<file path="src/rtl/core/enc8b10b_pkg.sv">
// Package for the 8b10b symbol encoder: beat types, code tables and
// disparity helpers. No dependencies.
`default_nettype none

package enc8b10b_pkg;

	localparam int unsigned NUM_K = 6;

	localparam logic CMD_DATA = 1'b0;
	localparam logic CMD_CTRL = 1'b1;

	localparam logic [9:0] ERR_SYMBOL = 10'h3FF;
	localparam logic [3:0] A7_NEG     = 4'hE;
	localparam logic [3:0] A7_POS     = 4'h1;
	localparam logic [2:0] Y_P7       = 3'd7;

	typedef struct packed {
		logic       cmd;
		logic [7:0] data_byte;
	} byte_beat_t;

	typedef struct packed {
		logic [9:0] symbol;
		logic       unknown_control;
	} symbol_beat_t;

	// abcdei, a in bit 0
	localparam logic [5:0] SIX_NEG [32] = '{
		6'h39, 6'h2E, 6'h2D, 6'h23, 6'h2B, 6'h25, 6'h26, 6'h07,
		6'h27, 6'h29, 6'h2A, 6'h0B, 6'h2C, 6'h0D, 6'h0E, 6'h3A,
		6'h36, 6'h31, 6'h32, 6'h13, 6'h34, 6'h15, 6'h16, 6'h17,
		6'h33, 6'h19, 6'h1A, 6'h1B, 6'h1C, 6'h1D, 6'h1E, 6'h35
	};
	localparam logic [5:0] SIX_POS [32] = '{
		6'h06, 6'h11, 6'h12, 6'h23, 6'h14, 6'h25, 6'h26, 6'h38,
		6'h18, 6'h29, 6'h2A, 6'h0B, 6'h2C, 6'h0D, 6'h0E, 6'h05,
		6'h09, 6'h31, 6'h32, 6'h13, 6'h34, 6'h15, 6'h16, 6'h28,
		6'h0C, 6'h19, 6'h1A, 6'h24, 6'h1C, 6'h22, 6'h21, 6'h0A
	};

	// fghj, f in bit 0
	localparam logic [3:0] FOUR_NEG [8] = '{
		4'hD, 4'h9, 4'hA, 4'h3, 4'hB, 4'h5, 4'h6, 4'h7
	};
	localparam logic [3:0] FOUR_POS [8] = '{
		4'h2, 4'h9, 4'hA, 4'hC, 4'h4, 4'h5, 4'h6, 4'h8
	};

	// K28.5, K28.1, K28.3, K27.7, K29.7, K23.7
	localparam logic [7:0] K_BYTE [NUM_K] = '{
		8'hBC, 8'h3C, 8'h7C, 8'hFB, 8'hFD, 8'hF7
	};
	localparam logic [9:0] K_NEG [NUM_K] = '{
		10'h17C, 10'h27C, 10'h33C, 10'h05B, 10'h05D, 10'h057
	};
	localparam logic [9:0] K_POS [NUM_K] = '{
		10'h283, 10'h183, 10'h0C3, 10'h3A4, 10'h3A2, 10'h3A8
	};

	function automatic logic [3:0] ones10(input logic [9:0] v);
		logic [3:0] c;
		c = 4'd0;
		for (int i = 0; i < 10; i++) begin
			c = c + {3'd0, v[i]};
		end
		return c;
	endfunction

	// disparity after a block whose balance point is half
	function automatic logic rd_follow(input logic rd, input logic [3:0] ones,
			input logic [3:0] half);
		logic r;
		if (ones > half) begin
			r = 1'b1;
		end else if (ones < half) begin
			r = 1'b0;
		end else begin
			r = rd;
		end
		return r;
	endfunction

endpackage

`default_nettype wire

</file>
<file path="src/rtl/core/enc8b10b_stream_if.sv">
// Valid/ready stream interface carrying one beat of type payload_t.
// Depends on nothing; payload types come from enc8b10b_pkg.
`default_nettype none

interface enc8b10b_stream_if #(
	parameter type payload_t = logic
);
	logic     valid;
	logic     ready;
	payload_t payload;

	modport source (output valid, output payload, input ready);
	modport sink   (input valid, input payload, output ready);
endinterface

`default_nettype wire

</file>
<file path="src/rtl/core/encode_8b10b_symbol_top.sv">
// 8b10b symbol encoder: one byte beat in, one 10-bit symbol beat out.
// Depends on enc8b10b_pkg and enc8b10b_stream_if.
//
// Usage:
//   bytes   : sink channel, payload byte_beat_t {cmd, data_byte}; cmd = 1
//             encodes a K character (K28.5/.1/.3, K27.7, K29.7, K23.7).
//   symbols : source channel, payload symbol_beat_t {symbol, unknown_control};
//             symbol holds fghj in 9:6 and abcdei in 5:0, bit 0 sent first.
//   An unsupported K byte yields 3FF with unknown_control set and leaves the
//   running disparity as it was.
// Timing:
//   A beat accepted from bytes lands in the input register, is encoded
//   into the result register and is offered from there on; one beat per
//   cycle sustained while symbols.ready is high. The running disparity
//   is a single bit updated as a beat moves into the result register.
// Reset: arst_n clears both valid flags and sets negative disparity.
// Stall: while symbols.ready is low the result holds; one more beat is still
//   taken into the input register, then bytes.ready drops until the result
//   is taken.
`default_nettype none

module encode_8b10b_symbol_top
	import enc8b10b_pkg::*;
(
	input  wire logic            clk,
	input  wire logic            arst_n,
	enc8b10b_stream_if.sink      bytes,
	enc8b10b_stream_if.source    symbols
);

	logic         valid_s1;
	byte_beat_t   beat_s1;
	logic         valid_s2;
	symbol_beat_t beat_s2;
	logic         rd_q;

	logic         adv;
	logic [4:0]   x;
	logic [2:0]   y;
	logic [5:0]   c6;
	logic [3:0]   c4;
	logic         rd_mid;
	logic         rd_data;
	logic         k_hit;
	logic [9:0]   k_sym;
	logic [9:0]   sym;
	logic         rd_next;

	assign adv         = !valid_s2 || symbols.ready;
	assign bytes.ready = !valid_s1 || adv;

	always_ff @(posedge clk or negedge arst_n) begin
		if (!arst_n) begin
			valid_s1 <= 1'b0;
		end else if (bytes.ready) begin
			valid_s1 <= bytes.valid;
		end
	end

	always_ff @(posedge clk) begin
		if (bytes.ready && bytes.valid) begin
			beat_s1 <= bytes.payload;
		end
	end

	assign x = beat_s1.data_byte[4:0];
	assign y = beat_s1.data_byte[7:5];

	always_comb begin
		c6      = rd_q ? SIX_POS[x] : SIX_NEG[x];
		rd_mid  = rd_follow(rd_q, ones10({4'd0, c6}), 4'd3);
		c4      = rd_mid ? FOUR_POS[y] : FOUR_NEG[y];
		if (y == Y_P7) begin
			if (!rd_mid && (x == 5'd17 || x == 5'd18 || x == 5'd20)) begin
				c4 = A7_NEG;
			end else if (rd_mid && (x == 5'd11 || x == 5'd13 || x == 5'd14)) begin
				c4 = A7_POS;
			end
		end
		rd_data = rd_follow(rd_mid, ones10({6'd0, c4}), 4'd2);
	end

	always_comb begin
		k_hit = 1'b0;
		k_sym = ERR_SYMBOL;
		for (int i = 0; i < NUM_K; i++) begin
			if (beat_s1.data_byte == K_BYTE[i]) begin
				k_hit = 1'b1;
				k_sym = rd_q ? K_POS[i] : K_NEG[i];
			end
		end
	end

	always_comb begin
		if (beat_s1.cmd == CMD_DATA) begin
			sym     = {c4, c6};
			rd_next = rd_data;
		end else if (k_hit) begin
			sym     = k_sym;
			rd_next = rd_follow(rd_q, ones10(k_sym), 4'd5);
		end else begin
			sym     = ERR_SYMBOL;
			rd_next = rd_q;
		end
	end

	always_ff @(posedge clk or negedge arst_n) begin
		if (!arst_n) begin
			valid_s2 <= 1'b0;
			rd_q     <= 1'b0;
		end else if (adv) begin
			valid_s2 <= valid_s1;
			if (valid_s1) begin
				rd_q <= rd_next;
			end
		end
	end

	always_ff @(posedge clk) begin
		if (adv && valid_s1) begin
			beat_s2.symbol          <= sym;
			beat_s2.unknown_control <= (beat_s1.cmd == CMD_CTRL) && !k_hit;
		end
	end

	assign symbols.valid   = valid_s2;
	assign symbols.payload = beat_s2;

`ifndef SYNTHESIS
	a_err_symbol: assert property (@(posedge clk) disable iff (!arst_n)
		valid_s2 && beat_s2.unknown_control |-> beat_s2.symbol == ERR_SYMBOL)
		else $error("unknown control beat without error symbol");

	a_symbol_weight: assert property (@(posedge clk) disable iff (!arst_n)
		valid_s2 && !beat_s2.unknown_control |->
		(ones10(beat_s2.symbol) == 4'd4 || ones10(beat_s2.symbol) == 4'd5 ||
		 ones10(beat_s2.symbol) == 4'd6))
		else $error("encoded symbol out of weight range");

	a_rd_hold_unknown: assert property (@(posedge clk) disable iff (!arst_n)
		adv && valid_s1 && (beat_s1.cmd == CMD_CTRL) && !k_hit |=> rd_q == $past(rd_q))
		else $error("disparity moved on unknown control");

	a_rd_idle: assert property (@(posedge clk) disable iff (!arst_n)
		!(adv && valid_s1) |=> $stable(rd_q))
		else $error("disparity moved without a beat");
`endif

endmodule

`default_nettype wire

</file>
<file path="src/flat_wrapper.sv">
// flat-port wrapper written by rule: the top's interface ports become plain ports
module encode_8b10b_symbol_top_flat import enc8b10b_pkg::*;
  (clk, arst_n, bytes_valid, bytes_payload, bytes_ready, symbols_valid, symbols_payload, symbols_ready);
  enc8b10b_stream_if #(.payload_t(byte_beat_t)) bytes_i ();
  enc8b10b_stream_if #(.payload_t(symbol_beat_t)) symbols_i ();
  input  wire logic clk;
  input  wire logic arst_n;
  input wire logic [$bits(bytes_i.valid)-1:0] bytes_valid;
  input wire logic [$bits(bytes_i.payload)-1:0] bytes_payload;
  output wire logic [$bits(bytes_i.ready)-1:0] bytes_ready;
  output wire logic [$bits(symbols_i.valid)-1:0] symbols_valid;
  output wire logic [$bits(symbols_i.payload)-1:0] symbols_payload;
  input wire logic [$bits(symbols_i.ready)-1:0] symbols_ready;
  assign bytes_i.valid = bytes_valid;
  assign bytes_i.payload = bytes_payload;
  assign bytes_ready = bytes_i.ready;
  assign symbols_valid = symbols_i.valid;
  assign symbols_payload = symbols_i.payload;
  assign symbols_i.ready = symbols_ready;
  encode_8b10b_symbol_top u_core (.clk(clk), .arst_n(arst_n), .bytes(bytes_i), .symbols(symbols_i));
endmodule
</file>
<file path="config.mk">
export PLATFORM = sky130hd
export DESIGN_NAME = encode_8b10b_symbol_top_flat
export DESIGN_NICKNAME = d
export VERILOG_FILES = /design/src/rtl/core/enc8b10b_pkg.sv /design/src/rtl/core/enc8b10b_stream_if.sv /design/src/rtl/core/encode_8b10b_symbol_top.sv /design/src/flat_wrapper.sv
export SDC_FILE = /design/constraint.sdc
export NUM_CORES = 1
export LEC_CHECK = 0
export BUFFER_PORTS_ARGS = -buffer_cell sky130_fd_sc_hd__buf_4
export CAP_MARGIN = 30
export CELL_PAD_IN_SITES_DETAIL_PLACEMENT = 2
export CELL_PAD_IN_SITES_GLOBAL_PLACEMENT = 2
export CORE_ASPECT_RATIO = 1.25
export CORE_MARGIN = 2
export CORE_UTILIZATION = 35
export DETAILED_ROUTE_END_ITERATION = 6
export PLACE_DENSITY = 0.78
export SLEW_MARGIN = 20
export SYNTH_ARGS = -nofsm -noshare
export SYNTH_HDL_FRONTEND = slang
export SYNTH_SLANG_ARGS = --single-unit
</file>
<file path="constraint.sdc">
create_clock -name clk -period 14.6 [get_ports clk]
set_clock_uncertainty 0.1 [all_clocks]
set_input_delay 1.46 -clock clk [delete_from_list [all_inputs] [get_ports clk]]
set_output_delay 1.46 -clock clk [all_outputs]
set_load 0.005 [all_outputs]
</file>
==> reports/results.ini, run 1 <==
[setup_path]
rrSetupSlack_ps=8200
critPathArrivalTime_ps=6440
critPathMostFrequentCell=fa_1
crit_chain=nand2b_1, nand2_1, o21ai_0, mux4_2, ha_1, inv_1, fa_1, fa_1, fa_1, or3b_2, nand2_1, nor2_1, o211ai_1, inv_1, ha_1, fa_1, ha_1, nor2_1, nand4_1, a22oi_1, o22ai_1
cpPeakStageDelay_ps=810
r2r_start=u_core.beat_s1[3]$_DFFE_PP_
crit_type=reg2reg
crit_fanout=23
crit_path_top_delay_cell=edfxtp_1
critPathRequiredTime_ps=14640
critPathCaptureType=register
startpoint=u_core.beat_s1[3]$_DFFE_PP_
crit_path_start_kind=register

[placement]
dp.cells=376
dpl_worst_slack_ps=8220
io_buffer_count=25
dp_hpwl_mm=5.58
placed_area_um2=2750
gp_congestion=0.812

[clock_tree]
clock_path_buffers=2
cts_htree_levels=1
post_cts_buffers=0
cts.repair.resized=0
tritoncts=done
cts-root-buf=clkbuf_8
clk_latency_ps=270
clk_pin_slew_ps=100
numCtsBuffers=3
cts_hold_buf=0
cts.sinks=23

[cells_and_area]
multiInputGateArea_um2=1660
syn_to_final_growth_pct=10.3
final_nets=333
diodes=0
instances_no_fill=382
n_fill_cell=775
final_cell_mix=buf_4 (28), nor2_1 (25), inv_1 (22)
design_area_um2=2810
regArea_um2=676
final_common_cell=buf_4
drive_gt1_share_pct=17.8

[synth]
yosysUniqueCellTypes=58
ys_ff_latch=23
netlist_instances=281
synth_nets=321
synth_ff_type=edfxtp_1
synth_area_um2=2550
synth-edff-count=20
seq_area_frac_synth_pct=26.5
yosys_warnings=0
syn_avg_cell_area_um2=9.06
async_flop_share_pct=13.0

[sta]
slew_viol_final=0
max_freq_mhz=156
relSlewSlack_pct=52.8
finalCritPeriodShare_pct=43.8
tns_ps=0
rsz0062_at_grt=false
max_slew.worst_pin.slew_ps=708
fin_ws_ps=8200
fin_crit_ps=6400
final-hold-violation-count=0
setup_viol=0

[global_routing]
grt_pass1_vias=2339
grt_max_degree=36
grt_use_total_pct=19.4
antenna_found_initial=0
grt_pass1_wl_mm=12.1
gr-total-overflow=0

[die]
die_x_um=80.3
core_area_um2=7020
row_count=34
start_util_pct=36.3
die_y_um=99.4
dieArea_um2=7980
ios=26

[worst_hold_path]
worstHoldPathType=reg2reg
hp-start=u_core.valid_s1$_DFFE_PN0N_

[power]
report.power.total_uw=371
vdd_ir_drop_max_uv=94.7
p_leak_nw=1.11
powerDensity_nw_per_um2=132

[routing]
drc_errors=0
dr.first_iter.drc_count=112
wl_per_cell_um=19.0
via_per_inst=5.64
vias=2155
drt_wl_total_mm=7.27
firstDrtPassIters=4
ant_nets=0

[run]
drv_cap=0

[run_status]
status=finished, final reports clean

==> layer usage <==
metal | global-route usage, % | vias to the layer above | share of wire [%]
met1 | 23.3 | 1081 | 43
met2 | 36.1 | 34 | 52
met4 | 5.48 | 0 | 2.8
met3 | 2.09 | 16 | 1.7
met5 | 0 | - | 0
li1 | - | 1024 | -
==> final timing paths <==
path                            cells after the start                                to
min in group asynchronous                           1  u_core.symbols.valid$_DFFE_PN0P_
max in group asynchronous                           1           u_core.rd_q$_DFFE_PN0P_
worst min-delay path                                1  u_core.symbols.valid$_DFFE_PN0P_
worst min register to register                      1  u_core.symbols.valid$_DFFE_PN0P_
worst max register to register                     21           u_core.rd_q$_DFFE_PN0P_
worst max-delay path                               21           u_core.rd_q$_DFFE_PN0P_
==> through the flow <==
step           util (%)  hold slack [ps]
6_report           40.0              424
3_5_place_dp       39.1              396
2_1_floorplan         -              349
3_3_place_gp       39.1              377
4_1_cts            39.8              425
5_1_grt            40.0              442
==> cells in the mapped netlist (4+ instances only) <==
library cell / instances / area share, %
a31oi_1: 5 / 1.2
clkbuf_1: 7 / 1.0
xnor2_1: 5 / 1.7
mux2i_1: 15 / 5.9
nor2_1: 25 / 3.7
fa_1: 10 / 7.9
edfxtp_1: 20 / 24
a21oi_1: 16 / 3.1
nand2b_1: 9 / 2.2
nand3_1: 4 / 0.79
mux2_2: 4 / 1.8
inv_1: 22 / 3.2
o21ai_0: 13 / 2.6
buf_2: 11 / 2.2
o22ai_1: 5 / 1.2
nor3_1: 7 / 1.4
o211ai_1: 6 / 1.8
ha_1: 17 / 8.4
nand2_1: 17 / 2.5
o21a_1: 4 / 1.2
==> sequential cells by signal, indices dropped and copies added, names as in the netlist <==
signal,flops
u_core.beat_s1,9
u_core.rd_q,1
u_core.symbols.payload,11
u_core.symbols.valid,1
u_core.valid_s1,1
==> cell families (layout without fill, tap and decap cells) <==
| logic type | Yosys count | count (layout) | synth area share, % |
|---|---|---|---|
| simple gates | 84 | 84 | 16.6 |
| xor+xnor | 7 | 7 | 2.41 |
| mux | 22 | 22 | 10.3 |
| flops | 23 | 23 | 26.5 |
| fa+ha+maj | 27 | 27 | 16.2 |
| compound gates | 72 | 72 | 19.7 |
| buf+inv | 46 | 57 | 8.21 |
==> worst max-delay path: cells and delay by family, from the launching register on <==
kind | cells | cell delay [ps]
simple gates | 7 | 1490
fa+ha+maj | 7 | 2610
buf+inv | 2 | 140
compound gates | 4 | 580
mux | 1 | 520
flops | 1 | 810
==> power breakdown <==
part           leakage, nW  switching (mW)  total (mW)  internal (mW)
sequential           0.219         0.00740      0.0908         0.0834
combinational        0.865           0.139       0.238         0.0991
clock               0.0255          0.0225      0.0416         0.0191
total                 1.11           0.169       0.371          0.202
==> cell type report <==
cell class                 count  share of cell area, %
clock buffer                   3                   1.47
timing repair buffer          30                   8.06
inverter                      23                   3.07
sequential                    23                   24.1
multi-input combinational    212                   59.2
tap                           90                   4.01
clock inverter                 1                  0.178
(Power assumes the default switching activity.)
==> run 2, diff against run 1 <==
--- a/config.mk
+++ b/config.mk
@@ -5,13 +5,14 @@
 export SDC_FILE = /design/constraint.sdc
 export NUM_CORES = 1
 export LEC_CHECK = 0
+export ABC_AREA = 1
 export BUFFER_PORTS_ARGS = -buffer_cell sky130_fd_sc_hd__buf_4
 export CAP_MARGIN = 30
 export CELL_PAD_IN_SITES_DETAIL_PLACEMENT = 2
 export CELL_PAD_IN_SITES_GLOBAL_PLACEMENT = 2
 export CORE_ASPECT_RATIO = 1.25
 export CORE_MARGIN = 2
-export CORE_UTILIZATION = 35
+export CORE_UTILIZATION = 30
 export DETAILED_ROUTE_END_ITERATION = 6
 export PLACE_DENSITY = 0.78
 export SLEW_MARGIN = 20
==> constraint.sdc (replaced) <==
create_clock -name clk -period 5.3 [get_ports clk]
set_clock_uncertainty 0.1 [all_clocks]
set_input_delay 0.53 -clock clk [delete_from_list [all_inputs] [get_ports clk]]
set_output_delay 0.53 -clock clk [all_outputs]
set_load 0.005 [all_outputs]
==> reports/results.ini, run 2 <==
[run_status]
status=finished, violations left  ; was finished, final reports clean
violations=negative setup slack

[power]
p_leak_nw=1.68  ; was 1.11 nW
vdd_ir_drop_max_uv=374  ; was 94.7 µV
report.power.total_mw=1.57  ; was 371 µW
powerDensity_nw_per_um2=473  ; was 132 nW/µm²

[cells_and_area]
drive_gt1_share_pct=28.2  ; was 17.8%
post-route-util_pct=40.5  ; was 40.0%
final_nets=460  ; was 333
diodes=0  ; unchanged
syn_to_final_growth_pct=32.3  ; was 10.3%
n_fill_cell=937  ; was 775
final_cell_mix=nand2_1 (112), buf_4 (64), nand3_1 (41)  ; was buf_4 (28), nor2_1 (25), inv_1 (22)
regArea_um2=676  ; unchanged
final_common_cell=nand2_1  ; was buf_4
design_area_um2=3320  ; was 2810 µm²
multiInputGateArea_um2=1740  ; was 1660 µm²
largest_reg_flops=11  ; unchanged

[sta]
rsz0062_at_grt=true  ; was false
final-hold-violation-count=0  ; unchanged
max_freq_mhz=183  ; was 156 MHz
tns_ps=-171  ; was 0 ps
finalCritPeriodShare_pct=103  ; was 43.8%
slew_viol_final=0  ; unchanged
fin_ws_ps=-171  ; was 8200 ps
setup_viol=1  ; was 0
fin_crit_ps=5470  ; was 6400 ps
max_slew.worst_pin.slew_ps=522  ; was 708 ps
relSlewSlack_pct=65.2  ; was 52.8%

[synth]
synth_nets=398  ; was 321
async_flop_share_pct=13.0  ; unchanged
syn_avg_cell_area_um2=7.00  ; was 9.06 µm²
synth_common_cells=nand2_1 (119), inv_1 (46), nand3_1 (41)  ; was nor2_1 (25), inv_1 (22), edfxtp_1 (20)
synthMuxAreaShare_pct=0  ; was 10.3%
yosysUniqueCellTypes=32  ; was 58
synthAdderAreaFrac_pct=16.5  ; was 16.2%
synth_top_family_by_area=simple AND/OR/NAND/NOR gates  ; was compound AO/OA/AOI/OAI gates
synth-simple-area-share_pct=35.6  ; was 16.6%
netlist_instances=358  ; was 281
synth_compound_area_share_pct=9.54  ; was 19.7%
synth_top_cell_by_area=edfxtp_1  ; unchanged
synth_area_um2=2510  ; was 2550 µm²
synth_xor_area_share_pct=1.05  ; was 2.41%
synth_top_area_share_pct=24.0  ; was 23.6%
ys_ff_latch=23  ; unchanged
seq_area_frac_synth_pct=27.0  ; was 26.5%
synth.most_common_cell=nand2_1  ; was nor2_1
synth_area_leaders=edfxtp_1 (24%), nand2_1 (18%), ha_1 (8.5%), nand3_1 (8.2%), fa_1 (8.0%)  ; was edfxtp_1 (24%), ha_1 (8.4%), fa_1 (7.9%), mux2i_1 (5.9%), nor2_1 (3.7%)
yosys_warnings=0  ; unchanged
synth_ff_type=edfxtp_1  ; unchanged
synth-edff-count=20  ; unchanged

[die]
die_y_um=106  ; was 99.4 µm
row_count=37  ; was 34
dieArea_um2=9110  ; was 7980 µm²
core_area_um2=8190  ; was 7020 µm²
start_util_pct=30.6  ; was 36.3%
ios=26  ; unchanged
die_x_um=85.8  ; was 80.3 µm

[placement]
io_buffer_count=25  ; unchanged
dpl_worst_slack_ps=-306  ; was 8220 ps
placed_area_um2=2990  ; was 2750 µm²
gp_congestion=0.841  ; was 0.812
dp_hpwl_mm=7.03  ; was 5.58 mm

[global_routing]
grt_max_degree=19  ; was 36
gr-total-overflow=0  ; unchanged
grt_use_total_pct=21.1  ; was 19.4%
grt_pass1_vias=3016  ; was 2339
antenna_found_initial=0  ; unchanged
grt_pass1_wl_mm=15.2  ; was 12.1 mm

[clock_tree]
cts.sinks=23  ; unchanged
cts_htree_levels=1  ; unchanged
clock_path_buffers=2  ; unchanged
cts-root-buf=clkbuf_8  ; unchanged
clk_latency_ps=290  ; was 270 ps
clk_pin_slew_ps=100  ; about the same
tritoncts=done  ; unchanged
numCtsBuffers=3  ; unchanged

[routing]
wl_per_cell_um=19.8  ; was 19.0 µm
firstDrtPassIters=4  ; unchanged
via_per_inst=5.18  ; was 5.64
dr.first_iter.drc_count=110  ; was 112
ant_nets=0  ; unchanged
vias=2674  ; was 2155
drc_errors=0  ; unchanged
drt_wl_total_mm=10.2  ; was 7.27 mm

[setup_path]
critPathArrivalTime_ps=5560  ; was 6440 ps
crit_path_start_kind=register  ; unchanged
critPathRequiredTime_ps=5390  ; was 14640 ps
critical-path-top-delay-family=adder cells  ; unchanged
cpPeakStageDelay_ps=510  ; was 810 ps
crit_path_top_delay_cell=fa_1  ; was edfxtp_1
path_buf_inv=5  ; was 2
critPathCaptureType=register  ; unchanged
crit_type=reg2reg  ; unchanged
crit_fanout=5  ; was 23

[run]
drv_cap=0  ; unchanged

[worst_hold_path]
worstHoldPathType=in2reg  ; was reg2reg

[run 2: worst paths after layout]
check | from | endpoint | slack, ps | cells past startpoint
worst max-delay path | u_core.beat_s1[0]$_DFFE_PP_ | u_core.rd_q$_DFFE_PN0P_ | -170 | 28
worst min-delay path | bytes_payload[8] | u_core.beat_s1[8]$_DFFE_PP_ | 320 | 1
worst max register to register | u_core.beat_s1[0]$_DFFE_PP_ | u_core.rd_q$_DFFE_PN0P_ | -170 | 28
worst min register to register | u_core.valid_s1$_DFFE_PN0N_ | u_core.symbols.valid$_DFFE_PN0P_ | 430 | 2
max in group asynchronous | arst_n | u_core.rd_q$_DFFE_PN0P_ | 4540 | 2
min in group asynchronous | arst_n | u_core.symbols.valid$_DFFE_PN0P_ | 470 | 2
[run 2: cell families after synthesis]
group / Yosys count
adders and majority gates: 27
buffers and inverters: 63
and+or+nand+nor: 200
xor gates and xnor gates: 3
DFF: 23
AOI/OAI and AO/OA: 42
[run 2: timing repair]
| item | 4_1_cts | 5_1_grt |
|---|---|---|
| resized for setup | 13 | 37 |
| endpoints found under the setup margin | 1 | 1 |
| pin swaps | 1 | 16 |
| buffers inserted | 4 | 7 |
| hold endpoints to repair | 3 | 0 |
| hold buffers | 1 | 0 |
[run 2: area by class of cell]
class	instances	share of cell area (%)
multi-input combinational	272	52.6
sequential	23	20.4
timing repair buffer	69	16.2
inverter	51	5.85
tap	97	3.66
clock buffer	3	1.25
clock inverter	1	0.151
[run 2: per-stage QoR]
step	hold slack, ps	instances
5_1_grt	310	516
3_5_place_dp	229	500
4_1_cts	316	509
2_1_floorplan	134	358
3_3_place_gp	228	500
6_report	316	516
[run 2: where the power goes]
| group | internal [mW] | total, mW | switching [mW] |
|---|---|---|---|
| Combinational | 0.528 | 1.19 | 0.662 |
| Clock | 0.0529 | 0.122 | 0.0688 |
| Sequential | 0.236 | 0.257 | 0.0212 |
[run 2: layer usage]
metal	global-route usage (%)	vias to the layer above	share of wire, %
li1	-	1278	-
met4	4.99	0	2.5
met3	1.55	20	1.6
met5	0	-	0
met2	41.5	39	56
met1	24.2	1337	40
==> run 3, diff against run 2 <==
--- a/config.mk
+++ b/config.mk
@@ -5,16 +5,15 @@
 export SDC_FILE = /design/constraint.sdc
 export NUM_CORES = 1
 export LEC_CHECK = 0
-export ABC_AREA = 1
 export BUFFER_PORTS_ARGS = -buffer_cell sky130_fd_sc_hd__buf_4
 export CAP_MARGIN = 30
 export CELL_PAD_IN_SITES_DETAIL_PLACEMENT = 2
 export CELL_PAD_IN_SITES_GLOBAL_PLACEMENT = 2
 export CORE_ASPECT_RATIO = 1.25
 export CORE_MARGIN = 2
-export CORE_UTILIZATION = 30
+export CORE_UTILIZATION = 34
 export DETAILED_ROUTE_END_ITERATION = 6
-export PLACE_DENSITY = 0.78
+export PLACE_DENSITY = 0.8
 export SLEW_MARGIN = 20
 export SYNTH_ARGS = -nofsm -noshare
 export SYNTH_HDL_FRONTEND = slang
==> reports/results.ini, run 3 (synthesized netlist as in run 1, its figures left out) <==
[placement]
gp_congestion=0.855  ; was 0.841
io_buffer_count=25  ; unchanged
dp.cells=428  ; was 500
placed_area_um2=3210  ; was 2990 µm²
dpl_worst_slack_ps=-291  ; was -306 ps
dp_hpwl_mm=6.99  ; was 7.03 mm

[die]
row_count=35  ; was 37
ios=26  ; unchanged
die_x_um=81.4  ; was 85.8 µm
die_y_um=101  ; was 106 µm
core_area_um2=7310  ; was 8190 µm²
start_util_pct=34.8  ; was 30.6%
dieArea_um2=8200  ; was 9110 µm²

[power]
p_sw_uw=567  ; was 752 µW
power_frac_comb_pct=71.9  ; was 75.9%
sequentialPowerShare_pct=19.5  ; was 16.4%
power_switching_share_pct=43.3  ; was 47.9%
powerDensity_nw_per_um2=395  ; was 473 nW/µm²
vdd_ir_drop_max_uv=443  ; was 374 µV
p_leak_nw=1.36  ; was 1.68 nW
p_int_uw=742  ; was 817 µW
clkPwrFrac_pct=8.6  ; was 7.8%

[routing]
via_per_inst=5.50  ; was 5.18
wl_per_cell_um=20.3  ; was 19.8 µm
ant_nets=0  ; unchanged
dr.first_iter.drc_count=100  ; was 110
drc_errors=0  ; unchanged
vias=2398  ; was 2674
drt_wl_total_mm=8.85  ; was 10.2 mm
firstDrtPassIters=4  ; unchanged

[cells_and_area]
final_cell_mix=buf_4 (80), nor2_1 (24), inv_1 (20), edfxtp_1 (20)  ; was nand2_1 (112), buf_4 (64), nand3_1 (41)
design_area_um2=3310  ; was 3320 µm²
final_nets=385  ; was 460
syn_to_final_growth_pct=30.0  ; was 32.3%
largest_reg_flops=11  ; unchanged
drive_gt1_share_pct=34.6  ; was 28.2%
final_common_cell=buf_4  ; was nand2_1
instances_no_fill=436  ; was 516
diodes=0  ; unchanged

[sta]
finalCritPeriodShare_pct=107  ; was 103%
slew_viol_final=0  ; unchanged
max_freq_mhz=176  ; was 183 MHz
fin_ws_ps=-394  ; was -171 ps
rsz0062_at_grt=true  ; unchanged
fin_crit_ps=5690  ; was 5470 ps
max_slew.worst_pin.slew_ps=693  ; was 522 ps
setup_viol=1  ; unchanged
relSlewSlack_pct=52.6  ; was 65.2%
final-hold-violation-count=0  ; unchanged
holdWs_ps=335  ; was 316 ps

[clock_tree]
numCtsBuffers=3  ; unchanged
clk_pin_slew_ps=80  ; was 100 ps
clock_path_buffers=2  ; unchanged
clk_latency_ps=270  ; was 290 ps
tritoncts=done  ; unchanged
cts_htree_levels=1  ; unchanged
cts.sinks=23  ; unchanged
cts-root-buf=clkbuf_8  ; unchanged

[setup_path]
crit_path_start_kind=register  ; unchanged
critPathArrivalTime_ps=5740  ; was 5560 ps
critPathRequiredTime_ps=5340  ; was 5390 ps
path_buf_inv=3  ; was 5
crit_path_top_delay_cell=mux4_2  ; was fa_1
critPathMostFrequentCell=ha_4
crit_chain=inv_2, ha_4, nor2_1, a21oi_2, mux2i_1, mux4_2, ha_4, inv_1, fa_1, fa_2, fa_1, or3b_4, nand2_4, nor2_1, o211ai_1, inv_1, ha_4, fa_2, ha_2, nor2_2, nand4_1, a22oi_2, o22ai_1
critPathCaptureType=register  ; unchanged
crit_type=reg2reg  ; unchanged
crit_fanout=5  ; unchanged
critical-path-top-delay-family=adder cells  ; unchanged
cpPeakStageDelay_ps=530  ; was 510 ps

[run_status]
status=finished, violations left  ; unchanged
violations=negative setup slack  ; unchanged

[worst_hold_path]
worstHoldPathType=in2reg  ; unchanged

[global_routing]
gr-total-overflow=0  ; unchanged
grt_max_degree=19  ; unchanged
grt_pass1_wl_mm=14.1  ; was 15.2 mm
grt_use_total_pct=22.7  ; was 21.1%
grt_pass1_vias=2672  ; was 3016
antenna_found_initial=0  ; unchanged

[run]
drv_cap=0  ; unchanged

## run 3: path summary, 6_finish.rpt
check / cells past startpoint / startpoint / slack, ps / to
setup / recovery: 23 / u_core.beat_s1[0]$_DFFE_PP_ / -390 / u_core.rd_q$_DFFE_PN0P_
max in group asynchronous: 2 / arst_n / 4500 / u_core.rd_q$_DFFE_PN0P_
hold / removal: 1 / bytes_payload[4] / 340 / u_core.beat_s1[4]$_DFFE_PP_
hold reg to reg: 1 / u_core.valid_s1$_DFFE_PN0N_ / 430 / u_core.symbols.valid$_DFFE_PN0P_
min in group asynchronous: 2 / arst_n / 490 / u_core.symbols.valid$_DFFE_PN0P_
setup reg to reg: 23 / u_core.beat_s1[0]$_DFFE_PP_ / -390 / u_core.rd_q$_DFFE_PN0P_
## run 3: area by class of cell
type / instances / area (µm²)
Sequential cell: 23 / 676
Fill cell: 789 / 4000
Tap cell: 92 / 115
Clock inverter: 1 / 5.00
Clock buffer: 3 / 41.3
Multi-Input combinational cell: 212 / 1770
Inverter: 23 / 86.3
Timing Repair Buffer: 82 / 622
## run 3: timing repair
item,in CTS,in global routing
buffers inserted,2,1
resized for setup,4,1
hold endpoints to repair,3,0
hold buffers,1,0
pin swaps,2,1
setup endpoints to repair,1,1
## run 3: metrics by stage
stage | setup TNS [ps] | power [mW] | util, %
6_report | -394 | 1.31 | 45.3
5_1_grt | -620 | 1.41 | 45.3
4_1_cts | -242 | 1.28 | 45.1
3_5_place_dp | -291 | 1.11 | 43.8
3_3_place_gp | 0 | 1.04 | 43.8
2_1_floorplan | -92.9 | 0.812 | -
## run 3: metal layers
metal | part of all wire [%] | wire, µm | track usage (%)
met5 | 0 | 0 | 0
met4 | 2.9 | 253 | 8.08
met3 | 2.3 | 202 | 2.33
met2 | 54 | 4740 | 40.7
met1 | 41 | 3660 | 27.8
## run 3: power by group through the flow
stage	sequential, mW	combinational [mW]	clock, mW
3_5_place_dp	0.259	0.854	0
2_1_floorplan	0.243	0.569	0
3_3_place_gp	0.257	0.787	0
4_1_cts	0.255	0.911	0.115
6_report	0.255	0.941	0.113
5_1_grt	0.258	1.03	0.121
## run 3: worst reg2reg max path: cells and delay by family (launching register included)
family / cells / cell delay, ps
compound gates: 4 / 710
mux: 2 / 640
flops: 1 / 440
fa+ha+maj: 8 / 2480
simple gates: 6 / 870
buf+inv: 3 / 330
